`config.mk`:
```
export PLATFORM = sky130hd
export DESIGN_NAME = ps2_scancode_to_ascii_fifo_core_flat
export DESIGN_NICKNAME = d
export VERILOG_FILES = /design/src/sv/ps2kbd_pkg.sv /design/src/sv/ps2kbd_if.sv /design/src/sv/ps2_scancode_to_ascii_fifo_core.sv /design/src/flat_wrapper.sv
export VERILOG_INCLUDE_DIRS = /design/src /design/src/sv
export SDC_FILE = /design/constraint.sdc
export NUM_CORES = 1
export LEC_CHECK = 0
export BUFFER_PORTS_ARGS = -buffer_cell sky130_fd_sc_hd__clkbuf_2
export CAP_MARGIN = 20
export CORE_UTILIZATION = 34
export DETAILED_ROUTE_END_ITERATION = 7
export SLEW_MARGIN = 20
export SYNTH_ARGS = -nofsm -noshare
export SYNTH_HDL_FRONTEND = slang
export SYNTH_SLANG_ARGS = --single-unit
```
`constraint.sdc`:
```
create_clock -name clock -period 3.7 [get_ports clock]
set_input_delay 0.185 -clock clock [delete_from_list [all_inputs] [get_ports clock]]
set_output_delay 0.185 -clock clock [all_outputs]
set_load 0.05 [all_outputs]
```
`src/sv/ps2_scancode_to_ascii_fifo_core_assert.svh`:
```
// Assertion macros for the PS/2 scancode to ASCII FIFO core.
// Checks compile only when SYNTHESIS is not defined; no other dependencies.
`ifndef PS2_SCANCODE_TO_ASCII_FIFO_CORE_ASSERT_SVH
`define PS2_SCANCODE_TO_ASCII_FIFO_CORE_ASSERT_SVH

`ifndef SYNTHESIS
// Same-cycle implication: when ante holds, cons must hold in that cycle.
`define PS2KBD_ASSERT_NOW(lbl, clk, rst, ante, cons, msg) \
   lbl: assert property (@(posedge clk) disable iff (rst) (ante) |-> (cons)) \
      else $error(msg);
// Next-cycle implication: when ante holds, cons must hold in the next cycle.
`define PS2KBD_ASSERT_NEXT(lbl, clk, rst, ante, cons, msg) \
   lbl: assert property (@(posedge clk) disable iff (rst) (ante) |=> (cons)) \
      else $error(msg);
`else
`define PS2KBD_ASSERT_NOW(lbl, clk, rst, ante, cons, msg)
`define PS2KBD_ASSERT_NEXT(lbl, clk, rst, ante, cons, msg)
`endif

`endif

```
`src/sv/ps2kbd_pkg.sv`:
```
// Shared constants, operation codes and the set-2 keymap for the PS/2 decoder.
// No dependencies; used by the response channel interface and the core.
package ps2kbd_pkg;

   localparam int BUFFER_DEPTH_DEF = 64;
   localparam int CNT_W_DEF        = $clog2(BUFFER_DEPTH_DEF + 1);

   localparam logic [7:0] BREAK_PREFIX = 8'hF0;
   localparam logic [7:0] MAP_LIMIT    = 8'h70;

   typedef enum logic [0:0] {
      OP_SCAN = 1'b0,
      OP_READ = 1'b1
   } op_type;

   // Set-2 make code to ASCII; zero means the key is not mapped.
   function automatic logic [6:0] key_lookup(input logic [7:0] code);
      logic [6:0] ch;
      case (code)
         8'h15: ch = 7'h71; // q
         8'h16: ch = 7'h31; // 1
         8'h1A: ch = 7'h7A; // z
         8'h1B: ch = 7'h73; // s
         8'h1C: ch = 7'h61; // a
         8'h1D: ch = 7'h77; // w
         8'h1E: ch = 7'h32; // 2
         8'h21: ch = 7'h63; // c
         8'h22: ch = 7'h78; // x
         8'h23: ch = 7'h64; // d
         8'h24: ch = 7'h65; // e
         8'h25: ch = 7'h34; // 4
         8'h26: ch = 7'h33; // 3
         8'h29: ch = 7'h20; // space
         8'h2A: ch = 7'h76; // v
         8'h2B: ch = 7'h66; // f
         8'h2C: ch = 7'h74; // t
         8'h2D: ch = 7'h72; // r
         8'h2E: ch = 7'h35; // 5
         8'h31: ch = 7'h6E; // n
         8'h32: ch = 7'h62; // b
         8'h33: ch = 7'h68; // h
         8'h34: ch = 7'h67; // g
         8'h35: ch = 7'h79; // y
         8'h36: ch = 7'h36; // 6
         8'h3A: ch = 7'h6D; // m
         8'h3B: ch = 7'h6A; // j
         8'h3C: ch = 7'h75; // u
         8'h3D: ch = 7'h37; // 7
         8'h3E: ch = 7'h38; // 8
         8'h41: ch = 7'h2C; // comma
         8'h42: ch = 7'h6B; // k
         8'h43: ch = 7'h69; // i
         8'h44: ch = 7'h6F; // o
         8'h45: ch = 7'h30; // 0
         8'h46: ch = 7'h39; // 9
         8'h49: ch = 7'h2E; // period
         8'h4A: ch = 7'h2F; // slash
         8'h4B: ch = 7'h6C; // l
         8'h4C: ch = 7'h3A; // colon
         8'h4D: ch = 7'h70; // p
         8'h52: ch = 7'h27; // apostrophe
         8'h54: ch = 7'h5B; // left bracket
         8'h5A: ch = 7'h0A; // enter, newline
         8'h5B: ch = 7'h5D; // right bracket
         8'h66: ch = 7'h08; // backspace
         default: ch = 7'h00;
      endcase
      return ch;
   endfunction

endpackage

```
`src/sv/ps2kbd_if.sv`:
```
// Valid/ready channel interfaces for the PS/2 decoder request and response.
// Depends on ps2kbd_pkg for the default count width.
interface ps2kbd_req_if;
   logic       valid;
   logic       ready;
   logic       operation;
   logic [7:0] scan_byte;

   modport source (output valid, output operation, output scan_byte, input ready);
   modport sink   (input valid, input operation, input scan_byte, output ready);
endinterface

interface ps2kbd_rsp_if #(
   parameter int CNT_W = ps2kbd_pkg::CNT_W_DEF
);
   logic             valid;
   logic             ready;
   logic [6:0]       read_char;
   logic             read_valid;
   logic             char_stored;
   logic [CNT_W-1:0] fill_level;

   modport source (output valid, output read_char, output read_valid,
                   output char_stored, output fill_level, input ready);
   modport sink   (input valid, input read_char, input read_valid,
                   input char_stored, input fill_level, output ready);
endinterface

```
`src/sv/ps2_scancode_to_ascii_fifo_core.sv`:
```
// PS/2 set-2 scancode decoder with an ASCII character ring buffer.
// Depends on ps2kbd_pkg, the ps2kbd channel interfaces and the assertion header.
//
// The block takes one request per cycle while responses are taken: either a raw set-2 scancode byte
// (operation 0) or a read of one character (operation 1). A break prefix
// (F0) arms a flag; the next mapped make code, looked up in the 112-entry
// keymap, pushes its ASCII character into a BUFFER_DEPTH-deep ring buffer and
// disarms the flag. Unmapped codes are ignored and keep the flag; make codes
// without a prefix are ignored. While the buffer is full every scancode byte
// is dropped, the prefix too. A read pops the oldest character, or returns
// read_valid low and read_char zero when the buffer is empty. Every request
// produces exactly one response carrying the fill level after that request.
// Throughput is one request per cycle while responses are taken: the state
// update and keymap lookup complete in the accept cycle, and the response
// lands in a single output register together with the registered read of the
// character memory. The request side stays ready while a response waits, as
// long as that response is taken in the same cycle. No clearing pass runs
// after reset; unwritten slots may be read but are never returned.
`include "ps2_scancode_to_ascii_fifo_core_assert.svh"

module ps2_scancode_to_ascii_fifo_core #(
   parameter int BUFFER_DEPTH = ps2kbd_pkg::BUFFER_DEPTH_DEF
) (
   input  logic             clock,
   input  logic             reset,
   ps2kbd_req_if.sink       req_ch,
   ps2kbd_rsp_if.source     rsp_ch
);
   import ps2kbd_pkg::*;

   localparam int PTR_W = (BUFFER_DEPTH > 1) ? $clog2(BUFFER_DEPTH) : 1;
   localparam int CNT_W = $clog2(BUFFER_DEPTH + 1);

   localparam logic [PTR_W-1:0] PTR_LAST = PTR_W'(BUFFER_DEPTH - 1);
   localparam logic [CNT_W-1:0] CNT_FULL = CNT_W'(BUFFER_DEPTH);

   // Character memory: one write port, one registered read port.
   logic [6:0] char_mem [BUFFER_DEPTH];

   // Control state
   logic             break_ff,  break_in;
   logic [PTR_W-1:0] wr_ptr_ff, wr_ptr_in;
   logic [PTR_W-1:0] rd_ptr_ff, rd_ptr_in;
   logic [CNT_W-1:0] count_ff,  count_in;
   logic             rsp_valid_ff, rsp_valid_in;

   // Response payload
   logic [6:0]       rd_char_ff;
   logic             read_valid_ff;
   logic             char_stored_ff;
   logic [CNT_W-1:0] fill_level_ff;

   logic       accept;
   logic       is_read;
   logic       has_room;
   logic       is_prefix;
   logic [6:0] key_char;
   logic       set_break;
   logic       push_en;
   logic       pop_en;

   // Take a new request whenever the output register is empty or draining.
   assign req_ch.ready = !rsp_valid_ff || rsp_ch.ready;
   assign accept       = req_ch.valid && req_ch.ready;

   always_comb begin
      is_read   = (req_ch.operation == OP_READ);
      has_room  = (count_ff < CNT_FULL);
      is_prefix = (req_ch.scan_byte == BREAK_PREFIX);
      key_char  = key_lookup(req_ch.scan_byte);

      // Drop every scancode while full; otherwise arm on prefix, push on a
      // mapped code that follows a prefix.
      set_break = accept && !is_read && has_room && is_prefix;
      push_en   = accept && !is_read && has_room && !is_prefix && break_ff
                  && (req_ch.scan_byte < MAP_LIMIT) && (key_char != 7'h00);
      pop_en    = accept && is_read && (count_ff != '0);
   end

   // Next state for flag, pointers and occupancy
   always_comb begin
      break_in = break_ff;
      if (set_break) begin
         break_in = 1'b1;
      end else if (push_en) begin
         break_in = 1'b0;
      end

      wr_ptr_in = wr_ptr_ff;
      if (push_en) begin
         wr_ptr_in = (wr_ptr_ff == PTR_LAST) ? '0 : wr_ptr_ff + 1'b1;
      end

      rd_ptr_in = rd_ptr_ff;
      if (pop_en) begin
         rd_ptr_in = (rd_ptr_ff == PTR_LAST) ? '0 : rd_ptr_ff + 1'b1;
      end

      count_in = count_ff;
      if (push_en) begin
         count_in = count_ff + 1'b1;
      end else if (pop_en) begin
         count_in = count_ff - 1'b1;
      end

      rsp_valid_in = rsp_valid_ff;
      if (accept) begin
         rsp_valid_in = 1'b1;
      end else if (rsp_ch.ready) begin
         rsp_valid_in = 1'b0;
      end
   end

   always_ff @(posedge clock) begin
      if (reset) begin
         break_ff     <= 1'b0;
         wr_ptr_ff    <= '0;
         rd_ptr_ff    <= '0;
         count_ff     <= '0;
         rsp_valid_ff <= 1'b0;
      end else begin
         break_ff     <= break_in;
         wr_ptr_ff    <= wr_ptr_in;
         rd_ptr_ff    <= rd_ptr_in;
         count_ff     <= count_in;
         rsp_valid_ff <= rsp_valid_in;
      end
   end

   // Write the decoded character at the tail slot.
   always_ff @(posedge clock) begin
      if (push_en) begin
         char_mem[wr_ptr_ff] <= key_char;
      end
   end

   // Read the head slot on every transfer; hold it with the rest of the
   // response while the sink stalls.
   always_ff @(posedge clock) begin
      if (accept) begin
         rd_char_ff     <= char_mem[rd_ptr_ff];
         read_valid_ff  <= pop_en;
         char_stored_ff <= push_en;
         fill_level_ff  <= count_in;
      end
   end

   assign rsp_ch.valid       = rsp_valid_ff;
   assign rsp_ch.read_char   = read_valid_ff ? rd_char_ff : 7'h00;
   assign rsp_ch.read_valid  = read_valid_ff;
   assign rsp_ch.char_stored = char_stored_ff;
   assign rsp_ch.fill_level  = fill_level_ff;

   // Occupancy never passes the buffer depth.
   `PS2KBD_ASSERT_NOW(a_count_bound, clock, reset, 1'b1, count_ff <= CNT_FULL, "count over depth")
   // A response never both pops and pushes.
   `PS2KBD_ASSERT_NOW(a_one_action, clock, reset, rsp_valid_ff, !(read_valid_ff && char_stored_ff), "push and pop in one response")
   // A push grows the occupancy by exactly one.
   `PS2KBD_ASSERT_NEXT(a_push_count, clock, reset, push_en, count_ff == CNT_W'($past(count_ff) + 1'b1), "push count step")
   // The reported fill level tracks the occupancy after the transfer.
   `PS2KBD_ASSERT_NEXT(a_fill_level, clock, reset, accept, fill_level_ff == count_ff, "fill level mismatch")

endmodule
```
`src/flat_wrapper.sv`:
```
// flat-port wrapper written by rule: the top's interface ports become plain ports
module ps2_scancode_to_ascii_fifo_core_flat import ps2kbd_pkg::*;
#(
   parameter int BUFFER_DEPTH = ps2kbd_pkg::BUFFER_DEPTH_DEF
)
  (clock, reset, req_ch_valid, req_ch_operation, req_ch_scan_byte, req_ch_ready, rsp_ch_valid, rsp_ch_read_char, rsp_ch_read_valid, rsp_ch_char_stored, rsp_ch_fill_level, rsp_ch_ready);
  ps2kbd_req_if req_ch_i ();
  ps2kbd_rsp_if rsp_ch_i ();
  input  logic clock;
  input  logic reset;
  input wire logic [$bits(req_ch_i.valid)-1:0] req_ch_valid;
  input wire logic [$bits(req_ch_i.operation)-1:0] req_ch_operation;
  input wire logic [$bits(req_ch_i.scan_byte)-1:0] req_ch_scan_byte;
  output wire logic [$bits(req_ch_i.ready)-1:0] req_ch_ready;
  output wire logic [$bits(rsp_ch_i.valid)-1:0] rsp_ch_valid;
  output wire logic [$bits(rsp_ch_i.read_char)-1:0] rsp_ch_read_char;
  output wire logic [$bits(rsp_ch_i.read_valid)-1:0] rsp_ch_read_valid;
  output wire logic [$bits(rsp_ch_i.char_stored)-1:0] rsp_ch_char_stored;
  output wire logic [$bits(rsp_ch_i.fill_level)-1:0] rsp_ch_fill_level;
  input wire logic [$bits(rsp_ch_i.ready)-1:0] rsp_ch_ready;
  assign req_ch_i.valid = req_ch_valid;
  assign req_ch_i.operation = req_ch_operation;
  assign req_ch_i.scan_byte = req_ch_scan_byte;
  assign req_ch_ready = req_ch_i.ready;
  assign rsp_ch_valid = rsp_ch_i.valid;
  assign rsp_ch_read_char = rsp_ch_i.read_char;
  assign rsp_ch_read_valid = rsp_ch_i.read_valid;
  assign rsp_ch_char_stored = rsp_ch_i.char_stored;
  assign rsp_ch_fill_level = rsp_ch_i.fill_level;
  assign rsp_ch_i.ready = rsp_ch_ready;
  ps2_scancode_to_ascii_fifo_core #(.BUFFER_DEPTH(BUFFER_DEPTH)) u_core (.clock(clock), .reset(reset), .req_ch(req_ch_i), .rsp_ch(rsp_ch_i));
endmodule
```
## After elaboration in Yosys (flattened, before gate mapping)

Memories as Yosys holds them, arrays and structs flattened. A register that Yosys moved wholly into a read port is not among the register bits.
Cells that the tools add are included.

| cells by class | value |
|---|---|
| reduce and logical (&&, ||, !) cells | 18 |
| order comparisons | 2 |
| $add $sub $neg | 4 |
| eq/ne operators | 3 |
| mux-type cells | 12 |

Operators with widths:

| cell | count |
|---|---|
| 2-to-1 mux 7 bit | 4 |
| nonzero test 7 bit | 2 |
| adder 6 x 1 -> 6 bit, second input constant | 2 |
| equality test 6 bit, second input constant | 2 |
| 2-to-1 mux 6 bit | 2 |
| logical AND 1 bit | 10 |
| equality test 8 bit, second input constant | 1 |
| < comparator 8 x 7 -> 1 bit, second input constant | 1 |
| adder 7 x 1 -> 7 bit, second input constant | 1 |
| < comparator 7 bit, second input constant | 1 |
| subtractor 7 x 1 -> 7 bit, second input constant | 1 |
| 2-to-1 mux 1 bit | 6 |
| nonzero test 2 bit | 2 |
| logical NOT 1 bit | 3 |
| logical OR 1 bit | 1 |

| word-level totals | value |
|---|---|
| register bits | 30 |
| output and inout port bits | 18 |
| ROM bits | 896 |
| bits in writable memories | 448 |
| word-level logic and storage cells | 49 |
| memories kept | 2 |
| input port bits | 13 |

Memories:

| memory | words | width | rd ports | clocked after Yosys merged registers in | wr ports | line | text |
|---|---|---|---|---|---|---|---|
| (name not given) | 128 | 7 | 1 | 0 | 0 | ps2kbd_pkg.sv:19 | `case (code)` |
| u_core.char_mem | 64 | 7 | 1 | 1 | 1 | ps2_scancode_to_ascii_fifo_core.sv:38 | `logic [6:0] char_mem [BUFFER_DEPTH];` |

## Depth between registers and ports, before layout

Gate-level depths: netlist of run 1.

| depth | value |
|---|---|
| depth after elaboration | 11 |
| mapped depth | 14 |
| mapped depth without buffers | 11 |

## Worst setup path after synthesis of run 1

Ideal clock, no wire load.

| timing | value |
|---|---|
| path type | register to register |
| start point | register u_core.rsp_valid_ff, in the netlist u_core.rsp_ch.valid |
| end point | memory u_core.char_mem[0][0] (enable) |
| library setup time | 0.390 ns |
| buffers on the path | 2 |
| data arrival time | 3.321 ns |
| stages on the path, launching flop included | 9 |
| data required time | 3.310 ns |
| path slack | -0.011 ns |
| path through | dfxtp_1 -> nand2b_1 -> nand2_1 -> or3_1 -> nor4b_1 -> o21ai_4 -> buf_6 -> buf_6 -> nor4_1 |

| between the ends | value |
|---|---|
| longest elaborated chain between the ends | 11 |

RTL lines:

| item | line | text |
|---|---|---|
| start, declared | ps2_scancode_to_ascii_fifo_core.sv:45 | `logic rsp_valid_ff, rsp_valid_in;` |
| start signal, assigned | ps2_scancode_to_ascii_fifo_core.sv:126 | `rsp_valid_ff <= rsp_valid_in;` |
| logical NOT 1 bit | ps2_scancode_to_ascii_fifo_core.sv:63 | `assign req_ch.ready = !rsp_valid_ff \|\| rsp_ch.ready;` |
| logical OR 1 bit | ps2_scancode_to_ascii_fifo_core.sv:63 |  |
| net req_ch_ready | flat_wrapper.sv:14 | `output wire logic [$bits(req_ch_i.ready)-1:0] req_ch_ready;` |
| logical AND 1 bit | ps2_scancode_to_ascii_fifo_core.sv:64 | `assign accept = req_ch.valid && req_ch.ready;` |
| logical AND 1 bit (4 in series) | ps2_scancode_to_ascii_fifo_core.sv:75 | `push_en = accept && !is_read && has_room && !is_prefix && break_ff` |
| logical AND 1 bit (2 in series) | ps2_scancode_to_ascii_fifo_core.sv:76 | `&& (req_ch.scan_byte < MAP_LIMIT) && (key_char != 7'h00);` |
| 2-to-1 mux 1 bit | ps2_scancode_to_ascii_fifo_core.sv:132 | `if (push_en) begin` |
| 2-to-1 mux 1 bit (implied by the code) | ps2_scancode_to_ascii_fifo_core.sv:133 | `char_mem[wr_ptr_ff] <= key_char;` |
| end, declared | ps2_scancode_to_ascii_fifo_core.sv:38 |  |

The timed path passes the listed nets, and every way through them passes these cells.

## Final worst setup path of run 1

| timing | value |
|---|---|
| start point | register u_core.rsp_valid_ff, in the netlist u_core.rsp_ch.valid |
| end point | memory u_core.char_mem[7][1] (enable) |

| between the ends | value |
|---|---|
| longest elaborated chain between the ends | 11 |

RTL lines:

| item | line | text |
|---|---|---|
| logical NOT 1 bit | ps2_scancode_to_ascii_fifo_core.sv:63 |  |
| logical OR 1 bit | ps2_scancode_to_ascii_fifo_core.sv:63 |  |
| logical AND 1 bit | ps2_scancode_to_ascii_fifo_core.sv:64 |  |
| logical AND 1 bit (4 in series) | ps2_scancode_to_ascii_fifo_core.sv:75 |  |
| logical AND 1 bit (2 in series) | ps2_scancode_to_ascii_fifo_core.sv:76 |  |
| net u_core.push_en | ps2_scancode_to_ascii_fifo_core.sv:59 | `logic push_en;` |
| 2-to-1 mux 1 bit | ps2_scancode_to_ascii_fifo_core.sv:132 |  |
| 2-to-1 mux 1 bit (implied by the code) | ps2_scancode_to_ascii_fifo_core.sv:133 |  |

The timed path passes the listed nets, and every way through them passes these cells.

==> results.tsv, run 1 <==
stage	metric	value	unit
grt	track_usage	15.4	%
route	viasPerCell	5.31	
setup_path	critPathMaxFanout	7	
cts	clkLatencyLatePin	600	ps
route	wl_per_cell	23.4	um
yosys	async_reset_ff_share	0	%
cts	cts_tree	done	
cells_and_area	drive_gt1_share	30.9	%
route	drc	0	
cells_and_area	final_common_cell	edfxtp_1	
grt	grt_pass1_vias	10700	
yosys	ys_seq_area_share	71.2	%
yosys	yosys_warnings	0	
route	via_count	10300	
floorplanning	die_area	60300	um^2
route	wirelength_met1	20100	um
cells_and_area	layout_common_cells	edfxtp_1, mux4_2, buf_4	
setup_path	arrival	3370	ps
cells_and_area	finish.utilization	40.1	%
place	place_congestion	0.879	
yosys	synth_area_leaders	edfxtp_1, mux4_2, dfxtp_1, nor4_1, ha_1	
cells_and_area	nNetsFinal	1166	
place	portBuffers	30	
yosys	synth_enable_flop_cells	464	
cts	cts_root_buf	clkbuf_16	
setup_path	rr_startpoint	u_core.rsp_ch.valid$_SDFFE_PP0P_	
yosys	synth_seq_cells	485	
setup_path	crit_end	u_core.char_mem[7][1]$_DFFE_PP_	
yosys	synth_top_cell_area_share	69.1	%
route	met2_wirelength	22100	um
yosys	syn-cell-area	20200	um^2
power_and_ir_drop	p_leak	0.00644	uW
timing	period_minus_slack	3140	ps
cells_and_area	fillers	5156	
floorplanning	start_util	34.7	%
setup_path	path_class	reg -> reg	
grt	grt.overflow.total	0	
yosys	avgSynthCellArea	19.3	um^2
grt	grt_first_pass_wirelength	69400	um
power_and_ir_drop	ir_worst_vdd	0.000349	V
cts	clkTransAtPathRegs	60	ps
run_status	status	finished clean	
floorplanning	die-width	246	um
route	wl	45500	um
setup_path	r2r-end	u_core.char_mem[7][1]$_DFFE_PP_	
timing	slew_viol_final	0	
yosys	ys_types	71	
grt	antenna_found_initial	1	
floorplanning	pin_count	31	
cts	htreeDepth	2	
setup_path	critPathCaptureType	register	
timing	rsz0062_at_grt	false	
setup_path	r2r_cells	11	
cts	numClockSinks	485	
timing	fin_crit_sh	85.0	%
setup_path	crit_required	3920	ps
yosys	synth_largest_area_cell	edfxtp_1	
place	dp_hpwl	29100	um
cells_and_area	seq_area	14400	um^2
cells_and_area	syn2layout_area_growth	15.7	%
timing	skew	25.7	ps
setup_path	cp-start-kind	register	
timing	setup_viol	0	
floorplanning	core_region_area	58100	um^2
route	top_layer	met4	
cells_and_area	multi_input_area	5400	um^2
timing	hold_violations	0	
route	ant_nets	0	
cts	cts_buffers	48	
cts	post_cts_buffers	0	
route	drt_iter0_drc	922	
yosys	netlist_instances	1045	
floorplanning	die_y	246	um
timing	worst_slew_pin_slew	1120	ps
floorplanning	rows	88	
grt	grt_max_degree	65	
yosys	synth_ff_type	edfxtp_1	
timing	slew_headroom	25.3	%
worst_hold_path	hp-class	in -> reg	
power_and_ir_drop	design_power_total	12500	uW
cts	ctsResizeCount	0	
cells_and_area	num_antenna_cells	0	
yosys	syn-num-nets	1071	
cts	cts_buffer_depth	3	
power_and_ir_drop	power_density	537	nW/um^2
setup_path	reg2reg_slack	560	ps
timing	fmax	0.318	GHz
job	max-cap-violations	0	
route	dr.pass1.iters	5	
setup_path	crit_start	u_core.rsp_ch.valid$_SDFFE_PP0P_	
route	wl_met3	2270	um
-- cells by family after synthesis --
family,after synthesis,synth area share [%]
simple gates,207,5.53
compound gates,70,2.59
fa+ha+maj,13,0.807
mux,161,17.2
flops,485,71.2
buf+inv,99,2.21
xor+xnor,10,0.434
-- flip-flops by register name (all words and copies together), names as in the netlist, 6 cells and up --
register	flops
u_core.char_mem	448
u_core.count_ff	7
u_core.rd_char_ff	7
u_core.rsp_ch.fill_level	7
u_core.rd_ptr_ff	6
u_core.wr_ptr_ff	6
-- worst max-delay path, cell delays in order (launching register included) --
cell      delay [ps]
dfxtp_1          310
nand2b_1         120
nand2_1           80
or3_1            330
nor4b_1          330
buf_4            200
o21ai_4           70
inv_4             60
buf_4            140
nand2_1          250
buf_4            260
nor2_1           620
-- synthesized netlist by cell type (12+ instances only) --
cell / instances
mux4_2: 148
inv_1: 21
ha_1: 13
nor2_1: 39
nor4_1: 34
nor2b_1: 12
o21ai_0: 12
edfxtp_1: 464
nand2_1: 27
nor3_1: 31
dfxtp_1: 21
clkbuf_1: 40
nand3_1: 13
buf_2: 18
-- worst min-delay path by stage --
stage	from	to	cells past startpoint
final	req_ch_operation	u_core.break_ff$_SDFFE_PP0P_	5
after global routing	req_ch_operation	u_core.break_ff$_SDFFE_PP0P_	5
after CTS	req_ch_operation	u_core.break_ff$_SDFFE_PP0P_	5
after detailed placement	req_ch_valid	u_core.rsp_ch.valid$_SDFFE_PP0P_	3
after global placement	req_ch_valid	u_core.rsp_ch.valid$_SDFFE_PP0P_	3
after floorplan	req_ch_valid	u_core.rsp_ch.valid$_SDFFE_PP0P_	2
-- area by class of cell --
class | count | area share [%]
sequential | 485 | 61.5
multi-input combinational | 461 | 23.1
clock buffer | 59 | 5.46
timing repair buffer | 119 | 4.22
tap | 765 | 4.10
clock inverter | 30 | 1.14
inverter | 25 | 0.413
-- timing repair --
| item | CTS | global route |
|---|---|---|
| hold endpoints to repair | 1 | 0 |
| hold buffers | 2 | 0 |
| setup endpoints to repair | 0 | 0 |
-- metrics by stage --
stage	hold WS (ps)	instances	TNS, ps	cell area [um^2]	setup slack (ps)
6_report	72.6	1944	0	23300	557
5_1_grt	98.4	1944	0	23300	335
3_3_place_gp	430	1853	0	21700	45.1
3_5_place_dp	451	1853	-16.7	21700	-2.76
4_1_cts	37.8	1944	0	23300	470
2_1_floorplan	314	1045	-797	20200	-11.4
-- metal layers --
layer,vias up,global-route usage [%]
met5,-,0
li1,4536,-
met4,0,4.18
met1,5433,21.6
met2,280,24.6
met3,65,2.83
-- report_power, final --
group / switching [uW] / internal, uW
clock network: 2050 / 2730
logic: 858 / 669
registers: 90.0 / 6130
total: 3000 / 9530
(Power assumes the default switching activity.)
==> inputs of run 2 (changes only) <==
--- a/config.mk
+++ b/config.mk
@@ -6,6 +6,7 @@
 export SDC_FILE = /design/constraint.sdc
 export NUM_CORES = 1
 export LEC_CHECK = 0
+export ABC_AREA = 1
 export BUFFER_PORTS_ARGS = -buffer_cell sky130_fd_sc_hd__clkbuf_2
 export CAP_MARGIN = 20
 export CORE_UTILIZATION = 34
==> constraint.sdc (replaced) <==
create_clock -name clock -period 3.01 [get_ports clock]
set_input_delay 0.1505 -clock clock [delete_from_list [all_inputs] [get_ports clock]]
set_output_delay 0.1505 -clock clock [all_outputs]
set_load 0.05 [all_outputs]
==> run 2 against run 1 <==
  * Die area grew 0.82%
  * Critical path depth shrank 2
  * Global-route usage grew 2.7 points
  * Hold slack gained 190 ps
  * Critical path type unchanged
==> results.tsv, run 2 <==
stage	metric	value	unit	change
place	dp_hpwl	33700	um	+16%
grt	grt_pass1_vias	14200		+33%
grt	antenna_found_initial	0		-1
timing	slew_viol_final	0		unchanged
cells_and_area	regMostFlops	u_core.char_mem		
place	portBuffers	30		unchanged
cells_and_area	layout_common_cells	edfxtp_1, nor2_1, o21ai_0		
timing	slew_headroom	37.3	%	+12 points
timing	hold_violations	0		unchanged
floorplanning	die_y	247	um	+0.41%
yosys	synth_ff_type	edfxtp_1		
setup_path	critPathSlowestCell	o2111a_1		
floorplanning	start_util	34.4	%	-0.24 points
floorplanning	die-width	247	um	+0.41%
yosys	syn-cell-area	20300	um^2	+0.83%
cts	clkLatencyLatePin	610	ps	about the same
cts	cts-hold-fix-buffers	7		+5
power_and_ir_drop	ir_worst_vdd	0.000574	V	+65%
yosys	synth_area_leaders	edfxtp_1, nor2_1, o21ai_0, nand2_1, nand3_1		
grt	grt_max_degree	115		+77%
yosys	synth_seq_cells	485		unchanged
grt	grt.overflow.total	0		unchanged
yosys	netlist_instances	1744		+67%
yosys	synth_enable_flop_cells	464		unchanged
route	viasPerCell	5.33		+0.37%
setup_path	cp-start-kind	register		
floorplanning	die_area	60800	um^2	+0.82%
place	place_congestion	0.940		+7.0%
cells_and_area	nNetsFinal	1868		+60%
yosys	ys_seq_area_share	70.6	%	-0.59 points
place	placed_area	22000	um^2	+1.1%
route	wl_per_cell	20.7	um	-12%
cts	numClockSinks	485		unchanged
yosys	avgSynthCellArea	11.7	um^2	-40%
cts	post_cts_buffers	0		unchanged
yosys	syn-num-nets	1770		+65%
cells_and_area	drive_gt1_share	12.9	%	-18 points
power_and_ir_drop	design_power_total	17100	uW	+37%
setup_path	critPathMaxFanout	12		+5
setup_path	reg2reg_slack	330	ps	-230 ps
timing	fmax	0.373	GHz	+17%
floorplanning	core_region_area	59000	um^2	+1.5%
yosys	synth.cells.most_frequent	edfxtp_1, nor2_1, o21ai_0		
timing	skew	23.5	ps	-2.21 ps
timing	tns	0	ps	unchanged
cts	cts_tree	done		
timing	hold_ws	258	ps	+185 ps
timing	worst_slew_pin_slew	939	ps	-181 ps
route	drt_iter0_drc	1513		+64%
route	dr.pass1.iters	6		+1
floorplanning	rows	89		+1.1%
power_and_ir_drop	p_leak	0.00782	uW	+21%
setup_path	critPathTopFamily	buffers and inverters		
cells_and_area	num_antenna_cells	0		unchanged
setup_path	path_class	reg -> reg		
power_and_ir_drop	power_density	721	nW/um^2	+34%
job	max-cap-violations	0		unchanged
cts	htreeDepth	2		unchanged
yosys	yosysMostFrequentCell	edfxtp_1		
worst_hold_path	hp-class	in -> reg		
yosys	async_reset_ff_share	0	%	unchanged
cts	clkTransAtPathRegs	60	ps	about the same
yosys	yosys_warnings	0		unchanged
cells_and_area	syn2layout_area_growth	16.8	%	
worst_hold_path	min-delay-start	req_ch_operation		
timing	fin_crit_sh	89.0	%	+4.1 points
cts	cts_buffers	50		+4.2%
cells_and_area	final_cells	2652		+36%
cells_and_area	fin_area	23800	um^2	+1.8%
timing	rsz0062_at_grt	false		
setup_path	critPathBufInv	2		-2
floorplanning	pin_count	31		unchanged
setup_path	path_common_cell	nand2_1		
cells_and_area	final_common_cell	edfxtp_1		
cts	ctsResizeCount	0		unchanged
cts	cts_root_buf	clkbuf_16		
route	via_count	14100		+37%
setup_path	arrival	3180	ps	-190 ps
route	wl	54900	um	+21%
route	drc	0		unchanged
setup_path	crit_required	3510	ps	-410 ps
route	ant_nets	0		unchanged
setup_path	critPathMaxStageDelay	670	ps	+50 ps
timing	period_minus_slack	2680	ps	-464 ps
yosys	synth_largest_area_cell	edfxtp_1		
grt	track_usage	18.1	%	+2.7 points
setup_path	critPathCaptureType	register		
yosys	ys_types	37		-48%
setup_path	rr_startpoint	u_core.rsp_ch.valid$_SDFFE_PP0P_		
yosys	synth_top_cell_area_share	68.5	%	-0.57 points
setup_path	crit_start	u_core.rsp_ch.valid$_SDFFE_PP0P_		
cts	cts_buffer_depth	3		unchanged
place	dp.cells	2556		+38%
cells_and_area	largest_reg_flops	448		unchanged
setup_path	crit_chain	nand2_1 -> nand2_1 -> nor3_1 -> o2111a_1 -> nand2_4 -> buf_4 -> nand2_1 -> a21oi_1 -> dlygate4sd3_1		
timing	setup_viol	0		unchanged
run_status	status	finished clean		
grt	grt_first_pass_wirelength	84000	um	+21%
-- run 2: cell types whose count changed in the layout (fill, tap and decap cells not counted), moves of 67 or more --
cell,previous run,this run
mux4_2,148,0
nand2_1,27,188
nand3_1,13,100
nor2_1,39,337
o21ai_0,12,235
o22ai_1,1,68
-- run 2: worst paths after layout --
kind	endpoint	cells past startpoint
max	u_core.break_ff$_SDFFE_PP0P_	9
min	u_core.rd_ptr_ff[1]$_SDFFE_PP0P_	5
max reg2reg	u_core.break_ff$_SDFFE_PP0P_	9
min reg2reg	u_core.rd_ptr_ff[5]$_SDFFE_PP0P_	2
-- run 2: power by group --
| group | switching [uW] | internal [uW] | total [uW] |
|---|---|---|---|
| sequential | 73.0 | 7540 | 7620 |
| combinational | 2350 | 817 | 3160 |
| clock | 2600 | 3750 | 6340 |
-- run 2: worst reg2reg max path, stage by stage, from the launching register on --
cell,delay (ps)
dfxtp_1,310
nand2_1,100
nand2_1,110
nor3_1,370
o2111a_1,670
nand2_4,100
buf_4,210
nand2_1,80
a21oi_1,50
dlygate4sd3_1,570
-- run 2: cell families after synthesis --
kind of cell    Yosys count  share of synthesized area, %
flops                   485                          70.6
simple gates            666                          13.5
buf+inv                 172                          3.35
xor+xnor                 13                         0.560
compound gates          395                          11.2
fa+ha+maj                13                         0.800
-- run 2: layer usage --
layer / vias up / part of all wire (%) / GRT usage, %
met2: 587 / 47 / 29.4
met3: 99 / 7.2 / 3.40
met1: 6909 / 43 / 24.4
li1: 6527 / - / -
met5: - / 0 / 0
met4: 0 / 2.6 / 5.79
-- run 2: metrics by stage --
step	utilization [%]	worst slack, ps
floorplan	-	151
global route	40.2	200
finish	40.2	330
global placement	37.3	192
CTS	40.2	377
detailed placement	37.3	164
-- run 2: layout make-up --
type	instances	area [um^2]
fillers	5597	35300
inverters	71	272
well taps	773	967
repair buffers	147	1160
clock inverters	24	312
multi-input cells	1087	5310
clock buffers	65	1380
flip-flops and latches	485	14400
==> inputs of run 3 (changes only) <==
--- a/config.mk
+++ b/config.mk
@@ -10,6 +10,7 @@
 export BUFFER_PORTS_ARGS = -buffer_cell sky130_fd_sc_hd__clkbuf_2
 export CAP_MARGIN = 20
 export CORE_UTILIZATION = 34
+export CTS_BUF_LIST = sky130_fd_sc_hd__clkbuf_4 sky130_fd_sc_hd__clkbuf_8 sky130_fd_sc_hd__clkbuf_16
 export DETAILED_ROUTE_END_ITERATION = 7
 export SLEW_MARGIN = 20
 export SYNTH_ARGS = -nofsm -noshare
==> run 3 against run 2 <==
  * Via count rose by 0.13%
  * Sequential power barely moved
  * Sequential share of layout area fell by 0.086 points
  * Critical path depth did not move
  * Global-route usage barely moved
  * Fmax barely moved
  * Final area rose by 0.14%
  * Power rose by 0.46%
  * Clock-buffer cell count did not move
  * Die area did not move
  * Final cell count did not move
  * Combinational power barely moved
==> results.tsv, run 3 (synthesis results as in run 2) <==
stage	metric	value	unit	change
grt	grt_first_pass_wirelength	84000	um	about the same
power_and_ir_drop	power_density	723	nW/um^2	+0.32%
cells_and_area	num_antenna_cells	0		unchanged
cells_and_area	nNetsFinal	1868		unchanged
power_and_ir_drop	pwr-share-comb	18.4	%	about the same
route	viasPerCell	5.33		+0.13%
floorplanning	die_y	247	um	unchanged
place	place_congestion	0.940		unchanged
timing	slew_viol_final	0		unchanged
floorplanning	rows	89		unchanged
worst_hold_path	min-delay-start	req_ch_operation		
grt	grt.overflow.total	0		unchanged
floorplanning	die_area	60800	um^2	unchanged
floorplanning	die-width	247	um	unchanged
worst_hold_path	hp-class	in -> reg		
setup_path	critPathSlowestCell	o2111a_1		
timing	skew	24.1	ps	+0.549 ps
timing	rsz0062_at_grt	false		
cts	cts_buffers	50		unchanged
power_and_ir_drop	p_leak	0.00786	uW	+0.39%
setup_path	critPathCaptureType	register		
place	portBuffers	30		unchanged
setup_path	crit_chain	nand2_1 -> nand2_1 -> nor3_1 -> o2111a_1 -> nand2_4 -> buf_4 -> nand2_1 -> a21oi_1 -> dlygate4sd3_1		
setup_path	critPathMaxStageDelay	670	ps	about the same
route	drt_iter0_drc	1553		+2.6%
cells_and_area	fillers	5592		-0.089%
grt	track_usage	18.1	%	about the same
cells_and_area	layout_common_cells	edfxtp_1, nor2_1, o21ai_0		
timing	fmax	0.373	GHz	about the same
place	dp_hpwl	33700	um	unchanged
cts	cts_buffer_depth	3		unchanged
setup_path	path_class	reg -> reg		
timing	worst_slew_pin_slew	918	ps	-20.4 ps
timing	hold_violations	0		unchanged
setup_path	arrival	3170	ps	about the same
cts	cts_tree	done		
cells_and_area	largest_reg_flops	448		unchanged
cts	clkTransAtPathRegs	60	ps	about the same
cells_and_area	drive_gt1_share	13.4	%	+0.48 points
power_and_ir_drop	ir_worst_vdd	0.000572	V	-0.35%
cells_and_area	regMostFlops	u_core.char_mem		
cts	numClockSinks	485		unchanged
floorplanning	pin_count	31		unchanged
route	wl	54900	um	about the same
grt	grt_pass1_vias	14200		+0.056%
setup_path	path_common_cell	nand2_1		
floorplanning	core_region_area	59000	um^2	unchanged
job	max-cap-violations	0		unchanged
timing	period_minus_slack	2680	ps	-2.20 ps
setup_path	cp-start-kind	register		
power_and_ir_drop	switchingPower	5010	uW	about the same
timing	slew_headroom	38.7	%	+1.4 points
route	drc	0		unchanged
setup_path	critPathBufInv	2		unchanged
cells_and_area	syn2layout_area_growth	17.0	%	
timing	setup_viol	0		unchanged
setup_path	critPathTopFamily	buffers and inverters		
route	wl_per_cell	20.7	um	about the same
cts	cts_root_buf	clkbuf_16		
floorplanning	start_util	34.4	%	unchanged
place	dp.cells	2556		unchanged
timing	fin_crit_sh	89.0	%	about the same
power_and_ir_drop	p_sw_share	29.1	%	-0.14 points
power_and_ir_drop	pwr-share-clk	37.3	%	+0.3 points
run_status	status	finished clean		
route	via_count	14100		+0.13%
cells_and_area	final_cells	2652		unchanged
power_and_ir_drop	intPower	12200	uW	+0.67%
route	ant_nets	0		unchanged
cts	htreeDepth	2		unchanged
grt	grt_max_degree	115		unchanged
cts	clkLatencyLatePin	610	ps	about the same
setup_path	critPathMaxFanout	12		unchanged
setup_path	rr_startpoint	u_core.rsp_ch.valid$_SDFFE_PP0P_		
grt	antenna_found_initial	0		unchanged
route	dr.pass1.iters	5		-1
setup_path	crit_required	3510	ps	about the same
setup_path	crit_start	u_core.rsp_ch.valid$_SDFFE_PP0P_		
power_and_ir_drop	power_frac_seq	44.3	%	-0.2 points
cells_and_area	final_common_cell	edfxtp_1		
timing	tns	0	ps	unchanged
cells_and_area	seq_area	14400	um^2	unchanged
cells_and_area	multi_input_area	5310	um^2	unchanged
cts	ctsResizeCount	0		unchanged
## run 3: cell types whose count changed in the layout (fill, tap and decap cells not counted)
cell | previous run | this run
clkbuf_1 | 9 | 0
clkbuf_4 | 0 | 9
## run 3: through the flow
stage                     area, um^2  hold WS, ps  setup slack (ps)  total power, uW  utilization (%)
final                          23800          259               333            17200             40.3
after global routing           23800          316               200            17800             40.3
after CTS                      23800          220               377            17300             40.3
after detailed placement       22000          463               164            10900             37.3
after global placement         22000          450               192            10900             37.3
after floorplan                20300          220               151             9810                -
## run 3: final cells by class
type / count / area share [%]
Inverter: 71 / 1.14
Tap cell: 773 / 4.07
Clock inverter: 24 / 1.31
Timing Repair Buffer: 147 / 4.87
Sequential cell: 485 / 60.4
Multi-Input combinational cell: 1087 / 22.3
Clock buffer: 65 / 5.94
## run 3: routing by layer
layer	part of all wire (%)	track usage, %	routed length (um)	vias up
met1	43	24.3	23800	6953
met3	6.7	3.40	3670	96
met5	0	0	0	-
met2	47	29.4	26000	567
li1	-	-	-	6525
met4	2.6	5.85	1440	0
## run 3: repair_timing
item                      4_1_cts  5_1_grt
buffers inserted                0        0
hold endpoints to repair       10        0
hold buffers                    7        0
## run 3: worst paths after layout
path	depth (start not counted)	slack (ps)	to
worst min register to register	2	520	u_core.rd_ptr_ff[5]$_SDFFE_PP0P_
worst min-delay path	5	260	u_core.rd_ptr_ff[1]$_SDFFE_PP0P_
worst max register to register	9	330	u_core.break_ff$_SDFFE_PP0P_
worst max-delay path	9	330	u_core.break_ff$_SDFFE_PP0P_
## run 3: power groups by stage
stage	logic (uW)	clock network, uW	registers [uW]
2_1_floorplan	2010	0	7800
3_3_place_gp	3130	0	7760
3_5_place_dp	3120	0	7760
4_1_cts	3140	6510	7620
5_1_grt	3470	6740	7630
6_report	3170	6420	7620
## run 3: tightest hold or removal path, stage by stage
cell      delay (ps)
clkbuf_2          90
inv_1             40
nor2_1            40
nand2_1          370
a21oi_1          130
